File: src/hdl/lrutlb_pkg.sv
// Shared types and constants for the LRU TLB with dirty write-back report.
`default_nettype none

package lrutlb_pkg;

  localparam int CFG_W = 5;
  localparam logic [CFG_W-1:0] CFG_RESET = 5'd16;

  localparam logic OP_LOOKUP = 1'b0;
  localparam logic OP_INSERT = 1'b1;

  typedef enum logic [1:0] {
    ST_IDLE = 2'b01,
    ST_EXEC = 2'b10
  } state_t;

  typedef struct packed {
    logic update;
    logic insert;
    logic any_match;
  } cell_ctrl_t;

endpackage

`default_nettype wire

File: src/hdl/lrutlb_cell.sv
// One recency-ordered TLB cell: holds an entry and shifts in from its younger neighbor.
`default_nettype none

module lrutlb_cell #(
  parameter int PAGE_BITS  = 8,
  parameter int FRAME_BITS = 8
) (
  input  wire logic                   clk,
  input  wire logic                   rst_n,
  input  wire lrutlb_pkg::cell_ctrl_t ctrl,
  input  wire logic                   kill,
  input  wire logic [PAGE_BITS-1:0]   cmp_page,
  input  wire logic                   seen_in,
  output logic                        seen_out,
  output logic                        match,
  input  wire logic                   prev_valid,
  input  wire logic [PAGE_BITS-1:0]   prev_page,
  input  wire logic [FRAME_BITS-1:0]  prev_frame,
  input  wire logic                   prev_dirty,
  output logic                        valid,
  output logic [PAGE_BITS-1:0]        page,
  output logic [FRAME_BITS-1:0]       frame,
  output logic                        dirty,
  output logic                        wb_flag,
  output logic [PAGE_BITS-1:0]        wb_page
);

  logic                  valid_r, valid_nxt;
  logic                  dirty_r, dirty_nxt;
  logic [PAGE_BITS-1:0]  page_r, page_nxt;
  logic [FRAME_BITS-1:0] frame_r, frame_nxt;
  logic                  shift;
  logic                  sh_valid;
  logic                  sh_dirty;

  assign match    = valid_r && (page_r == cmp_page);
  assign seen_out = seen_in | match;
  assign shift    = ctrl.any_match ? ~seen_in : ctrl.insert;

  always_comb begin
    sh_valid  = shift ? prev_valid : valid_r;
    sh_dirty  = shift ? prev_dirty : dirty_r;
    page_nxt  = shift ? prev_page  : page_r;
    frame_nxt = shift ? prev_frame : frame_r;
    valid_nxt = sh_valid & ~kill;
    dirty_nxt = sh_dirty & ~kill;
  end

  assign wb_flag = kill & sh_valid & sh_dirty;
  assign wb_page = wb_flag ? page_nxt : '0;

  always_ff @(posedge clk) begin
    if (!rst_n) begin
      valid_r <= 1'b0;
      dirty_r <= 1'b0;
    end else if (ctrl.update) begin
      valid_r <= valid_nxt;
      dirty_r <= dirty_nxt;
    end
  end

  always_ff @(posedge clk) begin
    if (ctrl.update) begin
      page_r  <= page_nxt;
      frame_r <= frame_nxt;
    end
  end

  assign valid = valid_r;
  assign page  = page_r;
  assign frame = frame_r;
  assign dirty = dirty_r;

endmodule

`default_nettype wire

File: src/hdl/lru_tlb_with_dirty_writeback.sv
// Top level of the fully associative LRU TLB with dirty write-back report.
//
// Channel   Handshake                 Payload
// input     start, busy               in_op, in_page, in_frame, in_is_write
// result    out_valid (1-cycle)       out_hit, out_hit_frame, out_writeback_valid,
//                                     out_writeback_page
// config    cfg_valid, cfg_ready      cfg_entries_in_use
//
// Each item passes through the EXEC state, which compares all cells and updates the recency
// chain, and then the result register, which presents the result while the next item may be accepted.
// The chain keeps entries ordered from most to least recently used.
// Reset (synchronous, rst_n low) empties the TLB and sets the capacity to 16.
// Results cannot be stalled; configuration writes are always ready.
`default_nettype none

module lru_tlb_with_dirty_writeback #(
  parameter int TLB_ENTRIES = 16,
  parameter int PAGE_BITS   = 8,
  parameter int FRAME_BITS  = 8
) (
  input  wire logic                         clk,
  input  wire logic                         rst_n,
  input  wire logic                         start,
  output logic                              busy,
  input  wire logic                         in_op,
  input  wire logic [PAGE_BITS-1:0]         in_page,
  input  wire logic [FRAME_BITS-1:0]        in_frame,
  input  wire logic                         in_is_write,
  output logic                              out_valid,
  output logic                              out_hit,
  output logic [FRAME_BITS-1:0]             out_hit_frame,
  output logic                              out_writeback_valid,
  output logic [PAGE_BITS-1:0]              out_writeback_page,
  input  wire logic                         cfg_valid,
  output logic                              cfg_ready,
  input  wire logic [lrutlb_pkg::CFG_W-1:0] cfg_entries_in_use
);

  localparam int OCC_W = $clog2(TLB_ENTRIES + 1);
  localparam int CMP_W = (OCC_W > lrutlb_pkg::CFG_W) ? OCC_W : lrutlb_pkg::CFG_W;

  lrutlb_pkg::state_t state_r, state_nxt;

  logic [lrutlb_pkg::CFG_W-1:0] cfg_r;
  logic [OCC_W-1:0]             occ_r, occ_nxt, occ_red;
  logic                         op_r;
  logic [PAGE_BITS-1:0]         page_r;
  logic [FRAME_BITS-1:0]        frame_r;
  logic                         wr_r;

  logic                         out_valid_r;
  logic                         out_hit_r;
  logic [FRAME_BITS-1:0]        out_hit_frame_r;
  logic                         out_wb_valid_r;
  logic [PAGE_BITS-1:0]         out_wb_page_r;

  logic [TLB_ENTRIES:0]         seen;
  logic [TLB_ENTRIES:0]         ch_valid;
  logic [TLB_ENTRIES:0]         ch_dirty;
  logic [PAGE_BITS-1:0]         ch_page  [TLB_ENTRIES+1];
  logic [FRAME_BITS-1:0]        ch_frame [TLB_ENTRIES+1];
  logic [TLB_ENTRIES-1:0]       cell_match;
  logic [TLB_ENTRIES-1:0]       kill;
  logic [TLB_ENTRIES-1:0]       wb_flag;
  logic [PAGE_BITS-1:0]         wb_pg [TLB_ENTRIES];

  lrutlb_pkg::cell_ctrl_t       ctrl;
  logic                         is_insert;
  logic                         any_match;
  logic                         evict;
  logic                         wb_end;
  logic [FRAME_BITS-1:0]        hit_frame;
  logic                         hit_dirty;
  logic                         wb_any;
  logic [PAGE_BITS-1:0]         wb_page;
  logic [CMP_W-1:0]             cfg_ext;
  logic [CMP_W-1:0]             cap;
  logic [CMP_W-1:0]             occ_ext;

  assign busy      = (state_r == lrutlb_pkg::ST_EXEC);
  assign cfg_ready = 1'b1;
  assign is_insert = (op_r == lrutlb_pkg::OP_INSERT);
  assign any_match = seen[TLB_ENTRIES];

  always_comb begin
    unique case (state_r)
      lrutlb_pkg::ST_IDLE: state_nxt = start ? lrutlb_pkg::ST_EXEC : lrutlb_pkg::ST_IDLE;
      lrutlb_pkg::ST_EXEC: state_nxt = lrutlb_pkg::ST_IDLE;
      default:             state_nxt = lrutlb_pkg::ST_IDLE;
    endcase
  end

  always_comb begin
    cfg_ext = CMP_W'(cfg_r);
    if (cfg_ext == '0) begin
      cap = CMP_W'(1);
    end else if (cfg_ext > CMP_W'(TLB_ENTRIES)) begin
      cap = CMP_W'(TLB_ENTRIES);
    end else begin
      cap = cfg_ext;
    end
    occ_red = occ_r - OCC_W'(any_match);
    occ_ext = CMP_W'(occ_red);
    evict   = is_insert && (occ_ext >= cap);
    occ_nxt = is_insert ? (occ_red - OCC_W'(evict) + OCC_W'(1)) : occ_r;
    wb_end  = evict && (occ_red == OCC_W'(TLB_ENTRIES)) &&
              ch_valid[TLB_ENTRIES] && ch_dirty[TLB_ENTRIES];
  end

  always_comb begin
    hit_frame = '0;
    hit_dirty = 1'b0;
    wb_any    = wb_end;
    wb_page   = wb_end ? ch_page[TLB_ENTRIES] : '0;
    for (int k = 0; k < TLB_ENTRIES; k++) begin
      hit_frame = hit_frame | (cell_match[k] ? ch_frame[k+1] : '0);
      hit_dirty = hit_dirty | (cell_match[k] & ch_dirty[k+1]);
      wb_any    = wb_any | wb_flag[k];
      wb_page   = wb_page | wb_pg[k];
    end
  end

  assign ctrl.update    = busy;
  assign ctrl.insert    = is_insert;
  assign ctrl.any_match = any_match;

  assign seen[0]     = 1'b0;
  assign ch_valid[0] = 1'b1;
  assign ch_page[0]  = page_r;
  assign ch_frame[0] = is_insert ? frame_r : hit_frame;
  assign ch_dirty[0] = is_insert ? wr_r : hit_dirty;

  for (genvar i = 0; i < TLB_ENTRIES; i++) begin : g_cell
    assign kill[i] = evict && (occ_red == OCC_W'(i));

    lrutlb_cell #(
      .PAGE_BITS  (PAGE_BITS),
      .FRAME_BITS (FRAME_BITS)
    ) u_cell (
      .clk        (clk),
      .rst_n      (rst_n),
      .ctrl       (ctrl),
      .kill       (kill[i]),
      .cmp_page   (page_r),
      .seen_in    (seen[i]),
      .seen_out   (seen[i+1]),
      .match      (cell_match[i]),
      .prev_valid (ch_valid[i]),
      .prev_page  (ch_page[i]),
      .prev_frame (ch_frame[i]),
      .prev_dirty (ch_dirty[i]),
      .valid      (ch_valid[i+1]),
      .page       (ch_page[i+1]),
      .frame      (ch_frame[i+1]),
      .dirty      (ch_dirty[i+1]),
      .wb_flag    (wb_flag[i]),
      .wb_page    (wb_pg[i])
    );
  end

  always_ff @(posedge clk) begin
    if (!rst_n) begin
      state_r     <= lrutlb_pkg::ST_IDLE;
      cfg_r       <= lrutlb_pkg::CFG_RESET;
      occ_r       <= '0;
      out_valid_r <= 1'b0;
    end else begin
      state_r     <= state_nxt;
      out_valid_r <= busy;
      if (cfg_valid && cfg_ready) begin
        cfg_r <= cfg_entries_in_use;
      end
      if (busy) begin
        occ_r <= occ_nxt;
      end
    end
  end

  always_ff @(posedge clk) begin
    if (start && !busy) begin
      op_r    <= in_op;
      page_r  <= in_page;
      frame_r <= in_frame;
      wr_r    <= in_is_write;
    end
    if (busy) begin
      out_hit_r       <= !is_insert && any_match;
      out_hit_frame_r <= (!is_insert && any_match) ? hit_frame : '0;
      out_wb_valid_r  <= is_insert && wb_any;
      out_wb_page_r   <= is_insert ? wb_page : '0;
    end
  end

  assign out_valid           = out_valid_r;
  assign out_hit             = out_hit_r;
  assign out_hit_frame       = out_hit_frame_r;
  assign out_writeback_valid = out_wb_valid_r;
  assign out_writeback_page  = out_wb_page_r;

`ifndef SYNTH
  a_strobe_after_exec: assert property (@(posedge clk) disable iff (!rst_n)
    out_valid |-> $past(state_r == lrutlb_pkg::ST_EXEC))
    else $error("Result strobe without a preceding update cycle.");

  a_occ_bound: assert property (@(posedge clk) disable iff (!rst_n)
    occ_r <= OCC_W'(TLB_ENTRIES))
    else $error("Occupancy exceeds the number of entries.");

  a_valid_count: assert property (@(posedge clk) disable iff (!rst_n)
    $countones(ch_valid[TLB_ENTRIES:1]) == int'(occ_r))
    else $error("Valid cells disagree with occupancy.");

  a_unique_match: assert property (@(posedge clk) disable iff (!rst_n)
    busy |-> $onehot0(cell_match))
    else $error("A page matches more than one entry.");

  a_hit_no_wb: assert property (@(posedge clk) disable iff (!rst_n)
    (out_valid && out_hit) |-> !out_writeback_valid)
    else $error("A lookup reported a write-back.");
`endif

endmodule

`default_nettype wire

File: config.mk
export PLATFORM = sky130hd
export DESIGN_NAME = lru_tlb_with_dirty_writeback
export DESIGN_NICKNAME = d
export VERILOG_FILES = /design/src/hdl/lrutlb_pkg.sv /design/src/hdl/lrutlb_cell.sv /design/src/hdl/lru_tlb_with_dirty_writeback.sv
export SDC_FILE = /design/constraint.sdc
export NUM_CORES = 1
export LEC_CHECK = 0
export ABC_CLOCK_PERIOD_IN_PS = 32700
export BUFFER_PORTS_ARGS = -buffer_cell sky130_fd_sc_hd__buf_2
export CELL_PAD_IN_SITES_DETAIL_PLACEMENT = 1
export CELL_PAD_IN_SITES_GLOBAL_PLACEMENT = 1
export CORE_ASPECT_RATIO = 0.6
export CORE_MARGIN = 2
export CORE_UTILIZATION = 47
export CTS_CLUSTER_DIAMETER = 40
export CTS_CLUSTER_SIZE = 14
export DETAILED_ROUTE_END_ITERATION = 12
export MAX_ROUTING_LAYER = met4
export PLACE_DENSITY = 0.77
export SLEW_MARGIN = 20
export SYNTH_ARGS = -nofsm -noshare
export SYNTH_HDL_FRONTEND = slang
export SYNTH_HIERARCHICAL = 1
export SYNTH_SLANG_ARGS = --single-unit
File: constraint.sdc
create_clock -name clk -period 32.7 [get_ports clk]
set_input_delay 1.635 -clock clk [delete_from_list [all_inputs] [get_ports clk]]
set_output_delay 1.635 -clock clk [all_outputs]
set_load 0.02 [all_outputs]
# Word level (Yosys, flattened, before mapping)
# Index checks and enable logic that the tools add are counted.
[totals]
reg_bits = 337
latchBits = 0
rom_bits = 0
mem_count = 0
in_bits = 27
out_inout_bits = 21
elab_cells = 466
ramBits = 0
[op_classes]
shifts = 0
addsub = 3
n_div = 0
n_reduce_logical = 61
mux = 102
order_cmp = 2
bitwise = 188
n_eq_ne = 34
multipliers = 0
[ops]
columns = ["operator", "count"]
rows = [
  ["two-way mux 8 bit", 50],
  ["bitwise OR 8 bit", 31],
  ["== test 8 bit", 16],
  ["bitwise AND 1 bit", 80],
  ["two-way mux 1 bit", 49],
  ["bitwise OR 1 bit", 46],
  ["== test 5 x 4 -> 1 bit, second input constant", 8],
  ["logical AND 1 bit", 39],
  ["AND reduction 2 bit", 18],
  ["inverter 1 bit", 31],
  ["== test 5 x 3 -> 1 bit, second input constant", 4],
  ["== test 5 x 2 -> 1 bit, second input constant", 2],
  ["logical NOT 5 bit", 2],
  ["two-way mux 5 bit", 2],
  ["subtractor 5 x 1 -> 5 bit", 2],
  ["adder 5 x 1 -> 5 bit, second input constant", 1],
  ["== test 5 x 1 -> 1 bit, second input constant", 1],
  ["== test 5 bit, second input constant", 1],
  [">= comparator 5 bit", 1],
  ["greater-than comparator 5 bit, second input constant", 1],
  ["== test 2 x 1 -> 1 bit, second input constant", 1],
  ["== test 2 bit, second input constant", 1],
  ["logical NOT 1 bit", 2],
  ["two-way mux 2 bit", 1],
]

# Depth between registers and ports, before layout
[depth]
depth_word = 40
mapped_depth = 51
mapped_depth_nobuf = 48

# Hierarchy
# The synthesis kept the hierarchy.
[modules_own_cells]
columns = ["mod", "cells_per_inst", "instances", "seq_area_each_um2", "area_each_um2"]
rows = [
  ["lrutlb_cell", 93, 16, 520.5, 1192.4],
  ["lru_tlb_with_dirty_writeback", 371, 1, 1341.3, 3525.9],
]

# Worst setup path before layout
# OpenSTA, ideal clock, no wires.
[synth_timing]
path_type = "register to register"
startpoint = "register state_r[1]"
endpoint = "register frame_r[0], enable pin"
path_slack_ns = 20.769
setup_time_ns = 1.037
period_less_slack_ns = 11.931
n_path_buf = 0
arrival_time_ns = 10.894
stages_incl_launch_ff = 3
t_required_ns = 31.663
path_cell_list = "dfxtp_1 > nor2b_1 > nor2b_1"
[synth_via]
elab_chain_len = 3
[synth_lines]
columns = ["element", "line_no", "rtl"]
rows = [
  ["from (decl)", "lru_tlb_with_dirty_writeback.sv:42", "lrutlb_pkg::state_t state_r, state_nxt;"],
  ["from (signal assigned)", "lru_tlb_with_dirty_writeback.sv:163", "state_r <= lrutlb_pkg::ST_IDLE;"],
  ["from (signal assigned)", "lru_tlb_with_dirty_writeback.sv:168", "state_r <= state_nxt;"],
  ["== test 2 bit", "lru_tlb_with_dirty_writeback.sv:80", "assign busy = (state_r == lrutlb_pkg::ST_EXEC);"],
  ["net busy", "lru_tlb_with_dirty_writeback.sv:24", "output logic busy,"],
  ["logical NOT 1 bit", "lru_tlb_with_dirty_writeback.sv:180", "if (start && !busy) begin"],
  ["logical AND 1 bit", "lru_tlb_with_dirty_writeback.sv:180", ""],
  ["to (signal assigned)", "lru_tlb_with_dirty_writeback.sv:183", "frame_r <= in_frame;"],
  ["to (decl)", "lru_tlb_with_dirty_writeback.sv:48", "logic [FRAME_BITS-1:0] frame_r;"],
]
# The timed path passes the listed nets, and every way through them passes these cells.
# A chain may end at the register's enable or synchronous reset.

==> summary.txt <==
Setup path
  • Slowest-stage cell, CP: nor3_1
  • Worst r2r src: page_r[4]
  • Crit Path Max Fanout: 26
  • Critical path launch point: page_r[4]
  • End point of the critical path: out_writeback_page[0]
  • Worst Setup Path Type: reg2reg
  • Max stage delay on crit path: 1.01 ns
  • Reg2reg path depth: 50
  • FF-to-FF End: out_writeback_page[0]
  • Reg2reg setup slack: 22.59 ns
  • Startpoint types: flip-flop
  • CP endpoint kind: flip-flop
  • WP data required: 33.04 ns
  • Arrival @ worst endpoint: 10.45 ns

Final layout
  • Most common cell after layout, fill and taps aside: edfxtp_1
  • P&R area growth vs syn: 8.70%
  • Layout cells sized above 1: 27.2%
  • Finished Core Util: 51.6%
  • Non-Filler Instances: 2530
  • Final instance area: 0.0246 mm²
  • Final-stage net count: 1890
  • Most frequent cells in the layout: edfxtp_1, nand4_1, a221oi_2

Run
  • Max-cap violations: 0

Logic synthesis
  • Prevailing post-synth register cell: edfxtp_1
  • Count of flip-flops with a built-in enable after synthesis: 292
  • Syn Std Cell Area: 0.0226 mm²
  • Seq/Total Area, Yosys: 42.8%
  • Warning count from the yosys run: 6
  • Seq cells post-synth: 337
  • Post-synth cell types: 51
  • Average cell area after synthesis: 12.2 µm²
  • Async SR Flop Fraction: 0%
  • Syn Inst Count: 1859

Pwr
  • Leak: 6.80 nW
  • Power Total: 1.06 mW
  • Power per Cell Area: 42.9 mW/mm²
  • Peak supply drop: 0.0000362 V

CTS
  • Sink Count: 337
  • H-tree depth reported by CTS: 2
  • Post-CTS Setup Bufs: 0
  • Resized cells post-CTS: 0
  • CTS tree: built
  • CTS Buf Count: 41
  • Clk pin slew, worst setup/hold paths: 0.07 ns
  • Deepest clock path buffer count: 3
  • Root buffer cell: clkbuf_16
  • Hold buffers post-CTS: 0
  • Clock Latency Late Sink: 0.57 ns

Drt
  • DR WL/cell: 34.3 µm
  • Pre-Repair DR Iteration Count: 5
  • M1 WL: 39000 µm
  • Antenna Nets Post-Route: 0
  • DRC Markers: 0
  • Drt total wl: 86900 µm
  • Met3 WL: 13200 µm
  • Avg Vias per Cell: 7.17
  • DR top layer: met4
  • Iteration-0 DRC Markers: 2898
  • Total vias in the final route: 18100
  • Routed wl met2: 32800 µm

Placement
  • DP HPWL: 63000 µm
  • Instance area at placement: 0.0232 mm²
  • Gp weighted congestion: 1.01
  • Pre-CTS WS: 23.28 ns
  • Inst Count DP: 2446
  • Port Buf Inserts: 46

Timing
  • Worst hold slack: 0.456 ns
  • Tmin final: 10.11 ns
  • Final Setup Violations: 0
  • RSZ-0062 raised after global routing: false
  • Slew of the pin with the lowest slew margin: 1.23 ns
  • Setup WS post-layout: 22.59 ns
  • Final Hold Viols: 0
  • Slew headroom: 17.2%
  • Final Cycle Share: 30.9%
  • Fmax: 0.0989 GHz
  • Setup TNS: 0 ns
  • Skew final: 0.0252 ns
  • Slew Limit Fails: 0

Hold path
  • Hold_sp: g_cell[7].u_cell/frame[3]
  • Worst min path class: reg2reg

Floorplan
  • Die Wd: 287 µm
  • Die area: 0.0499 mm²
  • Die Ht: 174 µm
  • I/O pin cnt: 48
  • Rows: 62
  • Starting Density: 47.5%
  • Core region area: 0.0476 mm²

Global route
  • Vias in the first global route: 17500
  • Largest net degree at the start of global routing: 138
  • Total grt overflow: 0
  • Initial antenna violation count: 4
  • GRT Total Usage: 35.2%
  • First-pass GRT wire length: 125000 µm

Run status
  • Status: complete, no violations
## critical path: cells and delay by family, from the launching register on
kind | cells | cell delay, ns
adders and majority gates | 3 | 0.74
xor gates and xnor gates | 2 | 0.74
and+or+nand+nor | 7 | 2.01
DFF | 1 | 0.34
buffers and inverters | 18 | 2.74
AOI/OAI and AO/OA | 20 | 3.28
## worst min path at each step
stage | to | slack (ns) | depth (start not counted)
global route | g_cell[15].u_cell/frame[2] | 0.47 | 0
global placement | g_cell[15].u_cell/frame[5] | 0.43 | 0
floorplan | state_r[0] | 0.42 | 1
CTS | g_cell[3].u_cell/frame[4] | 0.45 | 0
detailed placement | g_cell[3].u_cell/frame[3] | 0.44 | 0
finish | g_cell[8].u_cell/frame[3] | 0.46 | 0
## cell usage after synthesis (17+ instances only)
| library cell | count | area share, % |
|---|---|---|
| edfxtp_1 | 292 | 39 |
| nand4_1 | 186 | 5.1 |
| a221oi_2 | 144 | 9.6 |
| xnor2_1 | 129 | 5.0 |
| mux2_1 | 128 | 6.4 |
| o211ai_2 | 112 | 6.2 |
| buf_2 | 83 | 1.8 |
| inv_1 | 74 | 1.2 |
| nand2b_1 | 67 | 1.9 |
| o211ai_1 | 49 | 1.6 |
| dfxtp_1 | 45 | 4.0 |
| nand2_1 | 43 | 0.71 |
| nor2b_1 | 42 | 1.2 |
| nand3_1 | 38 | 0.84 |
| a221oi_1 | 36 | 1.4 |
| a22o_1 | 36 | 1.4 |
| nor4_1 | 36 | 1.0 |
| a31oi_1 | 33 | 0.91 |
| nor3_1 | 33 | 0.73 |
| and2b_4 | 32 | 1.4 |
| buf_6 | 32 | 1.6 |
| clkbuf_1 | 23 | 0.38 |
| o31ai_1 | 22 | 0.73 |
| o21ai_1 | 17 | 0.38 |
## state kept, by name, summed over array words and instances (netlist names)
signal               cells
g_cell.u_cell/frame    128
g_cell.u_cell/page     128
g_cell.u_cell/dirty     16
g_cell.u_cell/valid     16
frame_r                  8
out_hit_frame            8
out_writeback_page       8
page_r                   8
cfg_ext                  5
occ_r                    5
state_r                  2
is_insert                1
out_hit                  1
out_valid                1
out_writeback_valid      1
wr_r                     1
## cell type report
type	instances	area (µm²)
timing repair buffer	84	528
sequential	337	9670
fill	4883	23100
tap	640	801
multi-input combinational	1311	11900
antenna	9	22.5
clock buffer	54	1150
inverter	74	278
clock inverter	21	224
## cell families after synthesis
| family | count (synthesis) | share of synthesized area (%) |
|---|---|---|
| compound gates | 476 | 23.8 |
| xor+xnor | 132 | 5.20 |
| fa+ha+maj | 14 | 0.775 |
| buf+inv | 214 | 5.09 |
| flops | 337 | 42.8 |
| mux | 142 | 7.00 |
| other cells | 2 | 0.0332 |
| simple gates | 542 | 15.3 |
## power by group
part / internal [mW] / switching, mW
combinational: 0.0316 / 0.0720
clock: 0.264 / 0.208
sequential: 0.471 / 0.00789
total: 0.767 / 0.288
## per-layer routing
layer | vias up | global-route usage (%)
met1 | 9324 | 51.6
met2 | 1107 | 42.6
met3 | 125 | 16.7
li1 | 7572 | -
met4 | 0 | 7.23
met5 | - | -
Note: power is estimated with default switching activity, not from simulation.
